$ cat config.mk
export PLATFORM = sky130hd
export DESIGN_NAME = c2dig_mac
export DESIGN_NICKNAME = d
export VERILOG_FILES = /design/src/rtl/c2dig_pkg.sv /design/src/rtl/c2dig_mac.sv
export SDC_FILE = /design/constraint.sdc
export NUM_CORES = 1
export LEC_CHECK = 0
export BUFFER_PORTS_ARGS = -buffer_cell sky130_fd_sc_hd__buf_2
export CORE_MARGIN = 1.5
export CORE_UTILIZATION = 55
export CTS_CLUSTER_DIAMETER = 30
export CTS_CLUSTER_SIZE = 40
export DETAILED_ROUTE_END_ITERATION = 12
export PLACE_DENSITY_LB_ADDON = 0.2
export RECOVER_POWER = 100
export SLEW_MARGIN = 20
export SYNTH_ARGS = -nofsm -noshare
export SYNTH_HDL_FRONTEND = slang
export SYNTH_SLANG_ARGS = --single-unit
$ cat constraint.sdc
create_clock -name clk -period 3.6 [get_ports clk]
set_clock_uncertainty 0.2 [all_clocks]
set_input_delay 0.72 -clock clk [delete_from_list [all_inputs] [get_ports clk]]
set_output_delay 0.72 -clock clk [all_outputs]
set_load 0.05 [all_outputs]
$ cat src/rtl/c2dig_pkg.sv
`timescale 1ns / 1ps
package c2dig_pkg;

	localparam int DEF_MAX_CHANNELS = 16;
	localparam int DEF_MAX_KERNEL   = 8;
	localparam int DEF_MAX_GRAD_MAP = 32;

	// Width of the size arithmetic; holds the largest map plus kernel.
	localparam int SZW = 10;

	localparam logic [1:0] CMD_WEIGHT = 2'd0;
	localparam logic [1:0] CMD_GRAD   = 2'd1;
	localparam logic [1:0] CMD_QUERY  = 2'd2;

	localparam logic [2:0] REG_NUM_OUT_CH = 3'd0;
	localparam logic [2:0] REG_NUM_IN_CH  = 3'd1;
	localparam logic [2:0] REG_KERN_ROWS  = 3'd2;
	localparam logic [2:0] REG_KERN_COLS  = 3'd3;
	localparam logic [2:0] REG_GRAD_ROWS  = 3'd4;
	localparam logic [2:0] REG_GRAD_COLS  = 3'd5;

	typedef enum logic {
		ST_IDLE,
		ST_RUN
	} state_t;

	typedef struct packed {
		logic [4:0] num_out_channels;
		logic [4:0] num_in_channels;
		logic [3:0] kernel_rows;
		logic [3:0] kernel_cols;
		logic [5:0] grad_rows;
		logic [5:0] grad_cols;
	} cfg_t;

	typedef struct packed {
		logic op;
		logic first;
		logic last;
		logic tap_ok;
		logic pos_ok;
	} ctrl_t;

	function automatic int idx_width(int n);
		return (n > 1) ? $clog2(n) : 1;
	endfunction

	function automatic logic [SZW-1:0] sat_size(logic [SZW-1:0] v, logic [SZW-1:0] maxv);
		logic [SZW-1:0] r;
		if (v == '0) begin
			r = SZW'(1);
		end else if (v > maxv) begin
			r = maxv;
		end else begin
			r = v;
		end
		return r;
	endfunction

endpackage

$ cat src/rtl/c2dig_mac.sv
`timescale 1ns / 1ps
module c2dig_mac (
	input  logic                clk,
	input  logic                arst_n,
	input  logic signed [15:0]  w_data,
	input  logic signed [15:0]  g_data,
	input  c2dig_pkg::ctrl_t    ctrl_s1,
	output logic [47:0]         acc_q,
	output logic                done,
	output logic                pos_ok
);

	import c2dig_pkg::*;

	logic signed [31:0] prod_s2;
	ctrl_t ctrl_s2;
	logic done_q, pos_q;

	always_ff @(posedge clk) begin
		prod_s2 <= ctrl_s1.tap_ok ? (w_data * g_data) : 32'sd0;
		if (ctrl_s2.op) begin
			acc_q <= (ctrl_s2.first ? 48'd0 : acc_q) + {{16{prod_s2[31]}}, prod_s2};
		end
	end

	always_ff @(posedge clk or negedge arst_n) begin
		if (!arst_n) begin
			ctrl_s2 <= '0;
			done_q <= 1'b0;
			pos_q <= 1'b0;
		end else begin
			ctrl_s2 <= ctrl_s1;
			done_q <= ctrl_s2.op && ctrl_s2.last;
			if (ctrl_s2.op && ctrl_s2.last) begin
				pos_q <= ctrl_s2.pos_ok;
			end
		end
	end

	assign done = done_q;
	assign pos_ok = pos_q;

endmodule

# --- Word level (Yosys, flattened, before mapping) ---
# Cells that the tools add are included.
op_classes:
  n_mux: 1
  n_addsub: 1
  reduce_logical: 1
  multipliers: 1
op_table:
  columns: ["op", "n"]
  rows:
  - ["$add A48 B48 Y48", 1]
  - ["$mux W48", 1]
  - ["$mul A16 B16 Y32", 1]
  - ["$logic_and A1 B1 Y1", 1]
totals:
  elab_cells: 12
  input_bits: 39
  out_inout_bits: 50
  ff_bits: 86

# --- Logic depth before layout (Yosys ltp) ---
depth:
  depth_word: 2
  mapped_depth: 24
  ltp_nobuf: 23

# --- Worst setup path after synthesis ---
# No wires, ideal clock.
synth_path:
  path_kind: "in2reg"
  startpoint: "in w_data[10]"
  endpoint: "reg prod_s2[31]"
  n_path_buf: 1
  t_arrival_ps: 6025
  setup_ps: 123
  stages: 20
  required_ps: 3277
  setup_slack_ps: -2749
  path_cell_list: "clkbuf_1 nand2_1 fa_1 fa_1 fa_1 fa_1 inv_1 fa_1 inv_1 fa_1 inv_1 ha_1 a211oi_1 nor2_1 a21o_1 nor2_1 o211ai_1 a31oi_1 o21ai_1 mux2_1"
synth_between:
  elab_chain_cells: 1
synth_lines:
  columns: ["element", "line", "text"]
  rows:
  - ["from (decl)", "c2dig_mac.sv:5", "input logic signed [15:0] w_data,"]
  - ["$mul A16 B16 Y32", "c2dig_mac.sv:20", "prod_s2 <= ctrl_s1.tap_ok ? (w_data * g_data) : 32'sd0;"]
  - ["to (signal assigned)", "c2dig_mac.sv:20", null]
  - ["to (decl)", "c2dig_mac.sv:15", "logic signed [31:0] prod_s2;"]
# Every way passes these cells.
# A chain may end at the register's enable or synchronous reset.

# --- Worst setup path in the final report ---
layout_path:
  startpoint: "in g_data[6]"
  endpoint: "reg prod_s2[30]"
layout_between:
  elab_chain_cells: 1
layout_lines:
  columns: ["element", "line", "text"]
  rows:
  - ["from (decl)", "c2dig_mac.sv:6", "input logic signed [15:0] g_data,"]
  - ["$mul A16 B16 Y32", "c2dig_mac.sv:20", null]
# Every way passes these cells.

==> run summary <==
status: finished, violations left
failing checks: setup timing
critical path class: in -> reg
Die Span Y: 170 um
Yosys reg bits: 86
Max Cap Violations: 0
nets: 2358
Via Count: 12000
die area: 0.0290 sq mm
CORE AREA: 0.0277 sq mm
worst skew pair latency: 0.34 ns
Yosys warning count: 0
CTS Root Cell: clkbuf_16
Ports: 89
top cell type's share of synthesized area: 34.2%
syn_area_per_cell: 9.14 sq um
CTS Sinks: 86
TritonRoute pass-1 iters: 5
Syn Inst Count: 1686
relative slew slack: 2.10%
Initial Utilization: 55.6%
Crit path max-delay family: adder cells
critical path depth: 22
Post-synth EDFFs: 48
crit path DAT: 6.01 ns
Crit-path slowest cell: fa_1
Setup Viol. Count Final: 31
crit share post-route: 165%
post-route ant nets: 0
Hold/Removal Path Class: reg -> reg
share of cells above drive strength 1: 22.0%
Core Util, Final: 68.8%
Antenna diodes: 0
DR vias/cell: 5.21
Die Span X: 170 um
Critical path buffers and inverters: 7
largest net degree at the start of global routing: 27
Top FF cell, synth: edfxtp_1
Slew Limit Fails: 0
async set-reset flop share out of synthesis: 6.98%
Starting DRT DRC Count: 695
Critical Path End Type: register
clock buffer depth: 2
Hold Vio Cnt, Final: 0
drt drc: 0
hpwl dp: 30700 um
WL final: 37300 um
syn_nets: 2117
placed cell count: 2262
Worst-path clk slew: 0.06 ns
Area Overhead vs Synth: 23.6%
post-DR wirelength/cell: 16.1 um
RSZ-0062 raised after global routing: yes
crit-path max cell delay: 0.52 ns
most used cell, CP: fa_1
Fmax: 168 MHz
PortBufs: 88
CTS tree: built
Worst Tran Pin Value: 1.47 ns
vias in the first global route: 12800
Synth area leaders: fa_1 34%, ha_1 10%, edfxtp_1 9.4%, inv_1 8.1%, and2_1 5.3%
Final min period: 5.94 ns
# rows: 61
gr ovfl total: 0
sequential share of the synthesized area: 14.5%
CTS buffer count: 9
Hold Path Depth: 1
first-pass GRT wire length: 61600 um
GRT Total Usage: 26.7%
DP Worst Slack: -2.87 ns
Non-Filler Instances: 2310
# H-tree levels: 3
Critical Path, Cell by Cell: buf_12 -> buf_12 -> and2_4 -> fa_1 -> inv_1 -> fa_1 -> fa_2 -> fa_1 -> inv_1 -> fa_1 -> inv_1 -> fa_1 -> inv_2 -> ha_4 -> and4_4 -> a311oi_4 -> buf_4 -> o31ai_2 -> nand3b_4 -> a31oi_4 -> a2111o_1 -> o21ai_1
cell taking the most area after synthesis: fa_1
cell area after synthesis: 0.0154 sq mm
peak fanout along the critical path: 6
setup ws final: -2.34 ns
Synth cell types: 73
gp weighted congestion: 1.01
Req. time, crit path: 3.67 ns
R2R cell count: 11
Startpoint Class: primary input
antenna violations before repair: 0
[path summary, 6_finish.rpt]
path / start / endpoint / slack, ns
min in group asynchronous: arst_n / ctrl_s2[3] / 0.57
max in group asynchronous: arst_n / ctrl_s2[2] / 2.39
worst min register to register: ctrl_s2[0] / pos_ok / 0.28
worst min-delay path: ctrl_s2[0] / pos_ok / 0.28
worst max-delay path: g_data[6] / prod_s2[30] / -2.34
worst max register to register: ctrl_s2[3] / acc_q[29] / -0.30
[cell usage after synthesis, types with 3 or more instances]
master    count
inv_1       332
fa_1        263
nand2_1     163
and2_1      130
ha_1        129
nor2_1       77
a21oi_1      71
clkbuf_1     52
nor2b_1      52
edfxtp_1     48
xnor2_1      46
a21o_1       36
o21ai_0      34
dfxtp_1      32
xor2_1       26
nand3_1      19
nor3_1       15
nand4_1      14
o21ai_1      12
o21bai_1     12
a211oi_1     11
a31oi_1      10
buf_2        10
nand2b_1     10
and3_1        6
dfrtp_1       6
o211ai_1      6
o21a_1        6
a2111o_1      3
[layer usage]
metal / routed length, um / global-route usage (%)
met4: 1100 / 8.81
met5: 0 / 0
met1: 16600 / 35.5
met3: 1950 / 2.53
met2: 17600 / 45.8
[worst register-to-register path, stage by stage, from the launching register on]
cell and delay (ns):
dfrtp_1 0.55, clkbuf_1 0.22, nor2b_1 0.08, ha_1 0.36, a2111oi_2 0.38, o21ai_1 0.15, a31oi_1 0.24, o21ai_0 0.27
o211ai_1 0.53, a2111oi_2 0.13, a2111oi_2 0.38, xnor2_1 0.14
[cell usage in the layout, fill, tap and decap left out, types with 6 or more instances in the layout]
cell type | netlist | final
o21a_1 | 6 | 6
clkbuf_1 | 52 | 60
nand2_1 | 163 | 150
a21o_1 | 36 | 36
nor2_1 | 77 | 72
inv_2 | 0 | 26
nand2_2 | 0 | 8
xnor2_1 | 46 | 40
ha_4 | 0 | 23
dfxtp_1 | 32 | 32
nand3_1 | 19 | 18
o21ai_1 | 12 | 14
inv_1 | 332 | 304
o211ai_1 | 6 | 7
and3_1 | 6 | 6
o21ai_0 | 34 | 25
a21oi_2 | 1 | 11
and2_4 | 0 | 26
o21bai_1 | 12 | 12
xnor2_2 | 0 | 6
buf_4 | 0 | 168
a31oi_1 | 10 | 9
fa_1 | 263 | 247
buf_12 | 0 | 10
buf_2 | 10 | 9
ha_1 | 129 | 103
nand4_1 | 14 | 14
clkbuf_16 | 0 | 12
nor2b_1 | 52 | 52
fa_2 | 0 | 16
edfxtp_1 | 48 | 48
dfrtp_1 | 6 | 6
nand2b_1 | 10 | 10
a21oi_1 | 71 | 57
and2_1 | 130 | 102
xor2_1 | 26 | 25
nor3_1 | 15 | 15
buf_6 | 0 | 41
[per-stage QoR]
stage | hold slack [ns] | setup TNS, ns | instance area (sq um)
after floorplan | 0.224 | -46.56 | 16000
after global placement | 0.260 | -59.19 | 17700
after detailed placement | 0.269 | -61.28 | 17700
after CTS | 0.274 | -46.72 | 18700
after global routing | 0.278 | -55.29 | 19000
final | 0.279 | -48.24 | 19000
[flip-flops by register name, indices dropped and copies added (netlist names)]
name / count
pos_ok: 1
ctrl_s2: 4
acc_q: 48
done: 1
prod_s2: 32
[final cells by class]
type / instances / area (sq um)
Multi-Input combinational cell: 1206 / 12500
Fill cell: 2170 / 8660
Timing Repair Buffer: 292 / 2280
Sequential cell: 86 / 2230
Inverter: 332 / 1250
Tap cell: 378 / 473
Clock buffer: 12 / 259
Clock inverter: 4 / 51.3
[repair_timing]
| action | in CTS | in global routing |
|---|---|---|
| gates resized for setup | 132 | 86 |
| hold endpoints to repair | 6 | 0 |
| setup buffers | 20 | 13 |
| pin swaps | 72 | 57 |
| cloned | 0 | 2 |
| endpoints found under the setup margin | 27 | 41 |
| hold buffers | 1 | 0 |
[cell families (layout without fill, tap and decap cells)]
family,count (synthesis),after routing,share of synthesized area [%]
buffers and inverters,394,640,9.68
adders and majority gates,392,392,44.6
DFF,86,86,14.5
AOI/OAI and AO/OA,240,240,10.6
and+or+nand+nor,499,499,16.3
xor gates and xnor gates,72,72,4.09
muxes,3,3,0.211
Power is left out: the tool's default activity adds up to more than one toggle a clock period on the data nets, which glitch-free logic cannot reach.
