## src/rtl/c2dig_pkg.sv

```systemverilog
`timescale 1ns / 1ps
package c2dig_pkg;

	localparam int DEF_MAX_CHANNELS = 16;
	localparam int DEF_MAX_KERNEL   = 8;
	localparam int DEF_MAX_GRAD_MAP = 32;

	// Width of the size arithmetic; holds the largest map plus kernel.
	localparam int SZW = 10;

	localparam logic [1:0] CMD_WEIGHT = 2'd0;
	localparam logic [1:0] CMD_GRAD   = 2'd1;
	localparam logic [1:0] CMD_QUERY  = 2'd2;

	localparam logic [2:0] REG_NUM_OUT_CH = 3'd0;
	localparam logic [2:0] REG_NUM_IN_CH  = 3'd1;
	localparam logic [2:0] REG_KERN_ROWS  = 3'd2;
	localparam logic [2:0] REG_KERN_COLS  = 3'd3;
	localparam logic [2:0] REG_GRAD_ROWS  = 3'd4;
	localparam logic [2:0] REG_GRAD_COLS  = 3'd5;

	typedef enum logic {
		ST_IDLE,
		ST_RUN
	} state_t;

	typedef struct packed {
		logic [4:0] num_out_channels;
		logic [4:0] num_in_channels;
		logic [3:0] kernel_rows;
		logic [3:0] kernel_cols;
		logic [5:0] grad_rows;
		logic [5:0] grad_cols;
	} cfg_t;

	typedef struct packed {
		logic op;
		logic first;
		logic last;
		logic tap_ok;
		logic pos_ok;
	} ctrl_t;

	function automatic int idx_width(int n);
		return (n > 1) ? $clog2(n) : 1;
	endfunction

	function automatic logic [SZW-1:0] sat_size(logic [SZW-1:0] v, logic [SZW-1:0] maxv);
		logic [SZW-1:0] r;
		if (v == '0) begin
			r = SZW'(1);
		end else if (v > maxv) begin
			r = maxv;
		end else begin
			r = v;
		end
		return r;
	endfunction

endpackage

```

## src/rtl/c2dig_seq.sv

```systemverilog
`timescale 1ns / 1ps
module c2dig_seq #(
	parameter int MAX_CHANNELS = c2dig_pkg::DEF_MAX_CHANNELS,
	parameter int MAX_KERNEL   = c2dig_pkg::DEF_MAX_KERNEL,
	parameter int MAX_GRAD_MAP = c2dig_pkg::DEF_MAX_GRAD_MAP,
	localparam int CW = c2dig_pkg::idx_width(MAX_CHANNELS),
	localparam int KW = c2dig_pkg::idx_width(MAX_KERNEL),
	localparam int GW = c2dig_pkg::idx_width(MAX_GRAD_MAP)
) (
	input  logic                    clk,
	input  logic                    arst_n,
	input  logic                    start,
	input  logic [1:0]              cmd,
	input  logic [3:0]              in_chan,
	input  logic [5:0]              row,
	input  logic [5:0]              col,
	input  c2dig_pkg::cfg_t         cfg,
	output logic                    busy,
	output logic [2*CW+2*KW-1:0]    w_raddr,
	output logic [CW+2*GW-1:0]      g_raddr,
	output c2dig_pkg::ctrl_t        ctrl_s1
);

	import c2dig_pkg::*;

	state_t state_q, state_d;
	logic [CW-1:0] c_q;
	logic [KW-1:0] u_q, v_q;
	logic [3:0] ic_q;
	logic [5:0] row_q, col_q;
	logic single_q;

	logic [SZW-1:0] nc, nk, kh, kw, gh, gw;
	logic [SZW-1:0] ii, jj;
	logic accept_query, off_map;
	logic c_last, v_last, u_last, last;
	logic row_ok, col_ok;
	ctrl_t ctrl_d;

	assign nc = sat_size(SZW'(cfg.num_out_channels), SZW'(MAX_CHANNELS));
	assign nk = sat_size(SZW'(cfg.num_in_channels), SZW'(MAX_CHANNELS));
	assign kh = sat_size(SZW'(cfg.kernel_rows), SZW'(MAX_KERNEL));
	assign kw = sat_size(SZW'(cfg.kernel_cols), SZW'(MAX_KERNEL));
	assign gh = sat_size(SZW'(cfg.grad_rows), SZW'(MAX_GRAD_MAP));
	assign gw = sat_size(SZW'(cfg.grad_cols), SZW'(MAX_GRAD_MAP));

	assign accept_query = start && (state_q == ST_IDLE) && (cmd == CMD_QUERY);
	assign off_map = (SZW'(in_chan) >= nk) || (SZW'(row) >= gh + kh - SZW'(1))
		|| (SZW'(col) >= gw + kw - SZW'(1));

	assign c_last = (SZW'(c_q) == nc - SZW'(1));
	assign v_last = (SZW'(v_q) == kw - SZW'(1));
	assign u_last = (SZW'(u_q) == kh - SZW'(1));
	assign last = single_q || (c_last && v_last && u_last);

	// Gradient position under the current tap; negative values wrap to the top half.
	assign ii = SZW'(row_q) + SZW'(u_q) + SZW'(1) - kh;
	assign jj = SZW'(col_q) + SZW'(v_q) + SZW'(1) - kw;
	assign row_ok = !ii[SZW-1] && (ii < gh);
	assign col_ok = !jj[SZW-1] && (jj < gw);

	assign w_raddr = {c_q, CW'(ic_q), u_q, v_q};
	assign g_raddr = {c_q, ii[GW-1:0], jj[GW-1:0]};

	always_comb begin
		state_d = state_q;
		case (state_q)
			ST_IDLE: begin
				if (accept_query) begin
					state_d = ST_RUN;
				end
			end
			ST_RUN: begin
				if (last) begin
					state_d = ST_IDLE;
				end
			end
			default: state_d = ST_IDLE;
		endcase
	end

	always_comb begin
		busy = 1'b0;
		ctrl_d = '0;
		case (state_q)
			ST_IDLE: begin
				busy = 1'b0;
			end
			ST_RUN: begin
				busy = 1'b1;
				ctrl_d.op = 1'b1;
				ctrl_d.first = (c_q == '0) && (u_q == '0) && (v_q == '0);
				ctrl_d.last = last;
				ctrl_d.tap_ok = !single_q && row_ok && col_ok;
				ctrl_d.pos_ok = !single_q;
			end
			default: begin
				busy = 1'b0;
			end
		endcase
	end

	always_ff @(posedge clk or negedge arst_n) begin
		if (!arst_n) begin
			state_q <= ST_IDLE;
			ctrl_s1 <= '0;
			c_q <= '0;
			u_q <= '0;
			v_q <= '0;
			single_q <= 1'b0;
		end else begin
			state_q <= state_d;
			ctrl_s1 <= ctrl_d;
			if (accept_query) begin
				c_q <= '0;
				u_q <= '0;
				v_q <= '0;
				single_q <= off_map;
			end else if ((state_q == ST_RUN) && !last) begin
				if (c_last) begin
					c_q <= '0;
					if (v_last) begin
						v_q <= '0;
						u_q <= u_q + KW'(1);
					end else begin
						v_q <= v_q + KW'(1);
					end
				end else begin
					c_q <= c_q + CW'(1);
				end
			end
		end
	end

	always_ff @(posedge clk) begin
		if (accept_query) begin
			ic_q <= in_chan;
			row_q <= row;
			col_q <= col;
		end
	end

endmodule

```

## config.mk

```make
export PLATFORM = sky130hd
export DESIGN_NAME = c2dig_seq
export DESIGN_NICKNAME = d
export VERILOG_FILES = /design/src/rtl/c2dig_pkg.sv /design/src/rtl/c2dig_seq.sv
export SDC_FILE = /design/constraint.sdc
export NUM_CORES = 1
export LEC_CHECK = 0
export ABC_CLOCK_PERIOD_IN_PS = 4100
export BUFFER_PORTS_ARGS = -buffer_cell sky130_fd_sc_hd__clkbuf_2
export CAP_MARGIN = 20
export CORE_UTILIZATION = 25
export CTS_CLUSTER_SIZE = 20
export DETAILED_ROUTE_END_ITERATION = 16
export HOLD_SLACK_MARGIN = 0.05
export PLACE_DENSITY_LB_ADDON = 0.3
export SLEW_MARGIN = 20
export SYNTH_ARGS = -nofsm -noshare
export SYNTH_HDL_FRONTEND = slang
export SYNTH_SLANG_ARGS = --single-unit
```

## constraint.sdc

```tcl
create_clock -name clk -period 4.1 [get_ports clk]
set_clock_uncertainty 0.05 [all_clocks]
set_input_delay 0.205 -clock clk [delete_from_list [all_inputs] [get_ports clk]]
set_output_delay 0.205 -clock clk [all_outputs]
set_load 0.005 [all_outputs]
```

---- Yosys cells after proc, flatten, opt, wreduce, memory -nomap -nowiden ----
Index checks and enable logic that the tools add are counted.
cells by class
  reduce and logical (&&, ||, !) cells .... 32
  add/subtract/negate cells ............... 16
  equality and inequality tests ........... 4
  mux-type cells .......................... 28
  order comparisons ....................... 11
  bitwise gates (word level) .............. 1
operator list
  operator               count
  $sub 10x1->10 const B  5
  $mux 4                 7
  $mux 3                 8
  $mux 6                 4
  $add 10x10->10         2
  $eq 3x10->1            2
  $ge 6x10->1            2
  $lt 10x10->1           2
  $mux 5                 4
  $sub 8x10->10          2
  $add 7x1->8 const B    2
  $add 6x3->7            2
  $gt 6x6->1 const B     2
  $logic_not 4->1        3
  $logic_not 6->1        2
  $logic_and 1x1->1      11
  $eq 4x10->1            1
  $ge 4x10->1            1
  $gt 5x5->1 const B     2
  $logic_not 5->1        2
  $mux 10                1
  $gt 4x4->1 const B     2
  $add 3x1->3 const B    2
  $logic_not 3->1        2
  other kinds (10)       19
word-level totals
  register bits ........................... 33
  logic and storage cells ................. 105
  input bits .............................. 51

---- Longest topological paths before layout ----
  depth after elaboration ................. 12
  mapped depth ............................ 17

---- Worst setup path before layout ----
OpenSTA, ideal clock, no wires.
  kind .................................... input to register
  from .................................... input cfg[15] (netlist name)
  to ...................................... register ctrl_s1[1] (netlist name)
  library setup time ...................... 0.125 ns
  arrival ................................. 3.379 ns
  path buffers ............................ 0
  required time ........................... 3.925 ns
  path slack .............................. 0.545 ns
  cell stages on the path ................. 16
  cell sequence ........................... inv_1 -> o21ai_0 -> fa_1 -> inv_1 -> ha_1 -> o21ai_0 -> nand2b_1 -> a21oi_1 -> o21a_1 -> xor2_1 -> ha_1 -> a22o_1 -> nor4_1 -> nand4_1 -> a311o_1 -> a2111oi_0
RTL lines
  item                  line              text
  start, declared       c2dig_seq.sv:17   input c2dig_pkg::cfg_t cfg,
  end signal, assigned  c2dig_seq.sv:113  ctrl_s1 <= ctrl_d;
  end, declared         c2dig_seq.sv:21   output c2dig_pkg::ctrl_t ctrl_s1

==> impl_metrics.xml <==
<?xml version="1.0" encoding="UTF-8"?>
<metrics>
  <group name="status">
    <metric name="status" unit="">finished clean</metric>
  </group>
  <group name="logic_synthesis">
    <metric name="seq_area_frac_synth" unit="%">24.7</metric>
    <metric name="synthesis.area_per_instance" unit="µm²">9.08</metric>
    <metric name="synth_top_area_cell" unit="">ha_1</metric>
    <metric name="synth_warnings" unit="">0</metric>
    <metric name="yosysTopAreaCellShare" unit="%">26.6</metric>
    <metric name="post_synth_and_or_nand_nor_area_fraction" unit="%">14.6</metric>
    <metric name="synth_compound_area_share" unit="%">15.8</metric>
    <metric name="synth-seq-cells" unit="">33</metric>
    <metric name="synth.area.top_cells" unit="">ha_1, edfxtp_1, dfrtp_1</metric>
    <metric name="synth_top_family_by_area" unit="">adder cells</metric>
    <metric name="post_synth_fa_ha_maj_area_fraction" unit="%">30.4</metric>
    <metric name="synth_async_sr_flop_share" unit="%">51.5</metric>
    <metric name="synth_ff_type" unit="">dfrtp_1</metric>
    <metric name="synth.mux.area_fraction" unit="%">1.13</metric>
    <metric name="synth.lib_cells_used.distinct" unit="">57</metric>
    <metric name="postSynthCellCount" unit="">404</metric>
    <metric name="synth_xor_area_share" unit="%">5.25</metric>
    <metric name="syn_nets" unit="">540</metric>
    <metric name="post_synth_instance_area" unit="µm²">3670</metric>
    <metric name="number_of_synthesized_flops_with_an_enable_pin" unit="">16</metric>
  </group>
  <group name="floorplanning">
    <metric name="die-height" unit="µm">123</metric>
    <metric name="floorplan.die_area" unit="µm²">15200</metric>
    <metric name="row_count" unit="">43</metric>
    <metric name="initial_utilization" unit="%">26.0</metric>
    <metric name="core-area" unit="µm²">14100</metric>
    <metric name="floorplan.io_pins" unit="">85</metric>
    <metric name="dieWidth" unit="µm">123</metric>
  </group>
  <group name="routing">
    <metric name="detail_route.iter0.violations" unit="">78</metric>
    <metric name="vias_per_cell" unit="">4.68</metric>
    <metric name="drt_pre_antenna_iters" unit="">4</metric>
    <metric name="route.detailed.drc" unit="">0</metric>
    <metric name="antenna_violating_nets_post_route" unit="">0</metric>
    <metric name="finalWirelength" unit="mm">9.29</metric>
    <metric name="via_count" unit="">3164</metric>
    <metric name="wl_per_cell" unit="µm">13.7</metric>
  </group>
  <group name="global_routing">
    <metric name="grt_util_all_layers" unit="%">13.3</metric>
    <metric name="total_global_routing_overflow" unit="">0</metric>
    <metric name="largest_net_degree_at_the_start_of_global_routing" unit="">18</metric>
    <metric name="grt_pass1_vias" unit="">3239</metric>
    <metric name="initial_antenna_violation_count" unit="">0</metric>
    <metric name="grt_first_pass_wirelength" unit="mm">15.7</metric>
  </group>
  <group name="cells_and_area">
    <metric name="insertedDiodeCount" unit="">0</metric>
    <metric name="nNetsFinal" unit="">631</metric>
    <metric name="ratio_of_cells_with_drive_above_1_in_the_final_layout" unit="%">22.4</metric>
    <metric name="layout.cells.most_common" unit="">clkbuf_2</metric>
    <metric name="syn_to_final_growth" unit="%">22.6</metric>
    <metric name="commonest_non_fill_non_tap_cells_in_the_layout" unit="">clkbuf_2, ha_1, inv_1, nand2_1, a21oi_1</metric>
    <metric name="fillCellCount" unit="">1525</metric>
    <metric name="layout.area.seq" unit="µm²">907</metric>
    <metric name="multi_input_area" unit="µm²">2480</metric>
  </group>
  <group name="power">
    <metric name="p_seq_share" unit="%">30.9</metric>
    <metric name="switching_power_share_of_the_total" unit="%">34.5</metric>
    <metric name="comb_power_share" unit="%">39.0</metric>
    <metric name="part_of_the_power_in_the_clock_network" unit="%">30.1</metric>
    <metric name="p_per_area" unit="nW/µm²">298</metric>
    <metric name="cell_internal_pwr" unit="µW">877</metric>
    <metric name="leakage" unit="nW">2.30</metric>
    <metric name="vdd_ir_drop_max" unit="V">0.000228</metric>
    <metric name="switchingPower" unit="µW">462</metric>
  </group>
  <group name="timing">
    <metric name="finalHoldViolCount" unit="">0</metric>
    <metric name="grt_setup_unrepaired" unit="">no</metric>
    <metric name="worst_slew_margin_rel" unit="%">48.3</metric>
    <metric name="finalCritPeriodShare" unit="%">90.4</metric>
    <metric name="report.final.setup_viol" unit="">0</metric>
    <metric name="finalWorstPathRequiredPeriod" unit="ns">3.71</metric>
    <metric name="fin_setup_tns" unit="ns">0</metric>
    <metric name="tightest_slew" unit="ns">0.763</metric>
    <metric name="timing_max_transition_violations_final" unit="">0</metric>
    <metric name="max_freq" unit="GHz">0.270</metric>
    <metric name="hold_slack" unit="ns">0.0668</metric>
  </group>
  <group name="placed_design">
    <metric name="gp_routability_congestion" unit="">0.782</metric>
    <metric name="place.detailed.hpwl" unit="mm">7.87</metric>
    <metric name="port-buffer-count" unit="">84</metric>
  </group>
  <group name="setup_path">
    <metric name="cp.required" unit="ns">4.20</metric>
    <metric name="worst_ep_arrival_time" unit="ns">3.80</metric>
    <metric name="startpoint_type" unit="">register</metric>
    <metric name="largest_fanout_on_the_critical_path" unit="">3</metric>
    <metric name="timing.critical_path.to_type" unit="">register</metric>
    <metric name="criticalPathCategory" unit="">reg -&gt; reg</metric>
  </group>
  <group name="cts">
    <metric name="cts_root_buffer" unit="">clkbuf_16</metric>
    <metric name="cts_tree" unit="">yes</metric>
    <metric name="postCtsSetupBuffers" unit="">0</metric>
    <metric name="tritoncts.num_buffers" unit="">5</metric>
    <metric name="clock_sink_count" unit="">33</metric>
    <metric name="cts_max_level" unit="">2</metric>
    <metric name="cts-root-to-sink-buffers" unit="">2</metric>
    <metric name="path_clk_slew" unit="ns">0.06</metric>
    <metric name="clock_latency" unit="ns">0.28</metric>
  </group>
  <group name="job">
    <metric name="max-cap-violations" unit="">0</metric>
  </group>
  <group name="worst_hold_path">
    <metric name="hp-class" unit="">in -&gt; reg</metric>
  </group>
</metrics>
-- state kept, by name, indices dropped and copies added (netlist names) --
signal / count
ic_q: 4
col_q: 6
u_q: 3
row_q: 6
single_q: 1
c_q: 4
state_q: 1
ctrl_s1: 5
v_q: 3
-- per-layer routing --
layer	global-route usage, %	share of wire (%)	vias to the layer above	wire, µm
met2	23.6	48	81	4490
li1	-	-	1599	-
met3	3.09	5.0	6	469
met5	0	0	-	0
met4	2.64	1.1	0	102
met1	16.3	46	1478	4230
-- through the flow --
| step | total power [mW] | instances | utilization (%) | worst slack [ns] | cell area (µm²) |
|---|---|---|---|---|---|
| detailed placement | 0.945 | 667 | 30.6 | 0.0677 | 4320 |
| floorplan | 0.761 | 404 | - | 0.545 | 3670 |
| global route | 1.47 | 676 | 31.9 | 0.0543 | 4500 |
| global placement | 0.932 | 667 | 30.6 | 0.272 | 4320 |
| finish | 1.34 | 676 | 31.9 | 0.394 | 4500 |
| CTS | 1.36 | 676 | 31.8 | 0.283 | 4490 |
-- cell type report --
cell class                 instances  share of cell area (%)
multi-input combinational        298                    55.1
sequential                        33                    20.2
timing repair buffer              93                    10.9
inverter                          64                    5.34
tap                              180                    5.01
clock buffer                       7                    3.39
clock inverter                     1                   0.111
-- power groups by stage --
stage / combinational [mW] / clock (mW) / sequential [mW]
after floorplan: 0.348 / 0 / 0.413
after global placement: 0.513 / 0 / 0.420
after detailed placement: 0.524 / 0 / 0.421
after CTS: 0.530 / 0.417 / 0.415
after global routing: 0.615 / 0.431 / 0.420
final: 0.522 / 0.403 / 0.414
-- path summary, 6_finish.rpt --
kind / start / end / slack [ns] / cells past startpoint
worst max register to register: v_q[0] / ctrl_s1[1] / 0.39 / 14
worst min-delay path: row[0] / row_q[0] / 0.07 / 1
worst max-delay path: v_q[0] / ctrl_s1[1] / 0.39 / 14
worst min register to register: state_q / ctrl_s1[4] / 0.46 / 0
min in group asynchronous: arst_n / ctrl_s1[0] / 0.37 / 2
max in group asynchronous: arst_n / u_q[1] / 3.28 / 2
-- cells by family after synthesis --
| group | Yosys count |
|---|---|
| compound gates | 85 |
| xor+xnor | 22 |
| fa+ha+maj | 85 |
| buf+inv | 73 |
| flops | 33 |
| mux | 4 |
| simple gates | 102 |
-- synthesized netlist by cell type, types with 3 or more instances --
cell and number:
nor3_1 7, nor2_1 17, nor2b_1 4, o31ai_1 6, or2_2 3, ha_1 78
nand2b_1 15, nand3_1 7, edfxtp_1 16, o21a_1 6, o211ai_1 4, xor2_1 9
inv_1 62, dfrtp_1 17, clkbuf_1 4, a21o_1 11, buf_4 4, nand2_1 27
a21oi_1 22, xnor2_1 13, fa_1 7, nor4_1 4, nand4_1 4, mux2i_1 3
o21ai_0 14
-- timing repair --
action | CTS | global route
hold buffers | 1 | 0
setup endpoints to repair | 0 | 1
hold endpoints to repair | 17 | 0
gates resized for setup | 0 | 4
-- worst max-delay path, stage by stage, from the launching register on --
cell	delay, ns
dfrtp_1	0.41
fa_1	0.57
inv_1	0.05
ha_1	0.17
o21ai_0	0.15
nand2b_1	0.09
a21oi_2	0.18
o21a_1	0.20
xor2_1	0.19
ha_1	0.28
a22o_1	0.25
nor4_2	0.20
nand4_1	0.13
a311o_1	0.33
a2111oi_1	0.33
No activity file was read; power rests on OpenSTA's default activity.
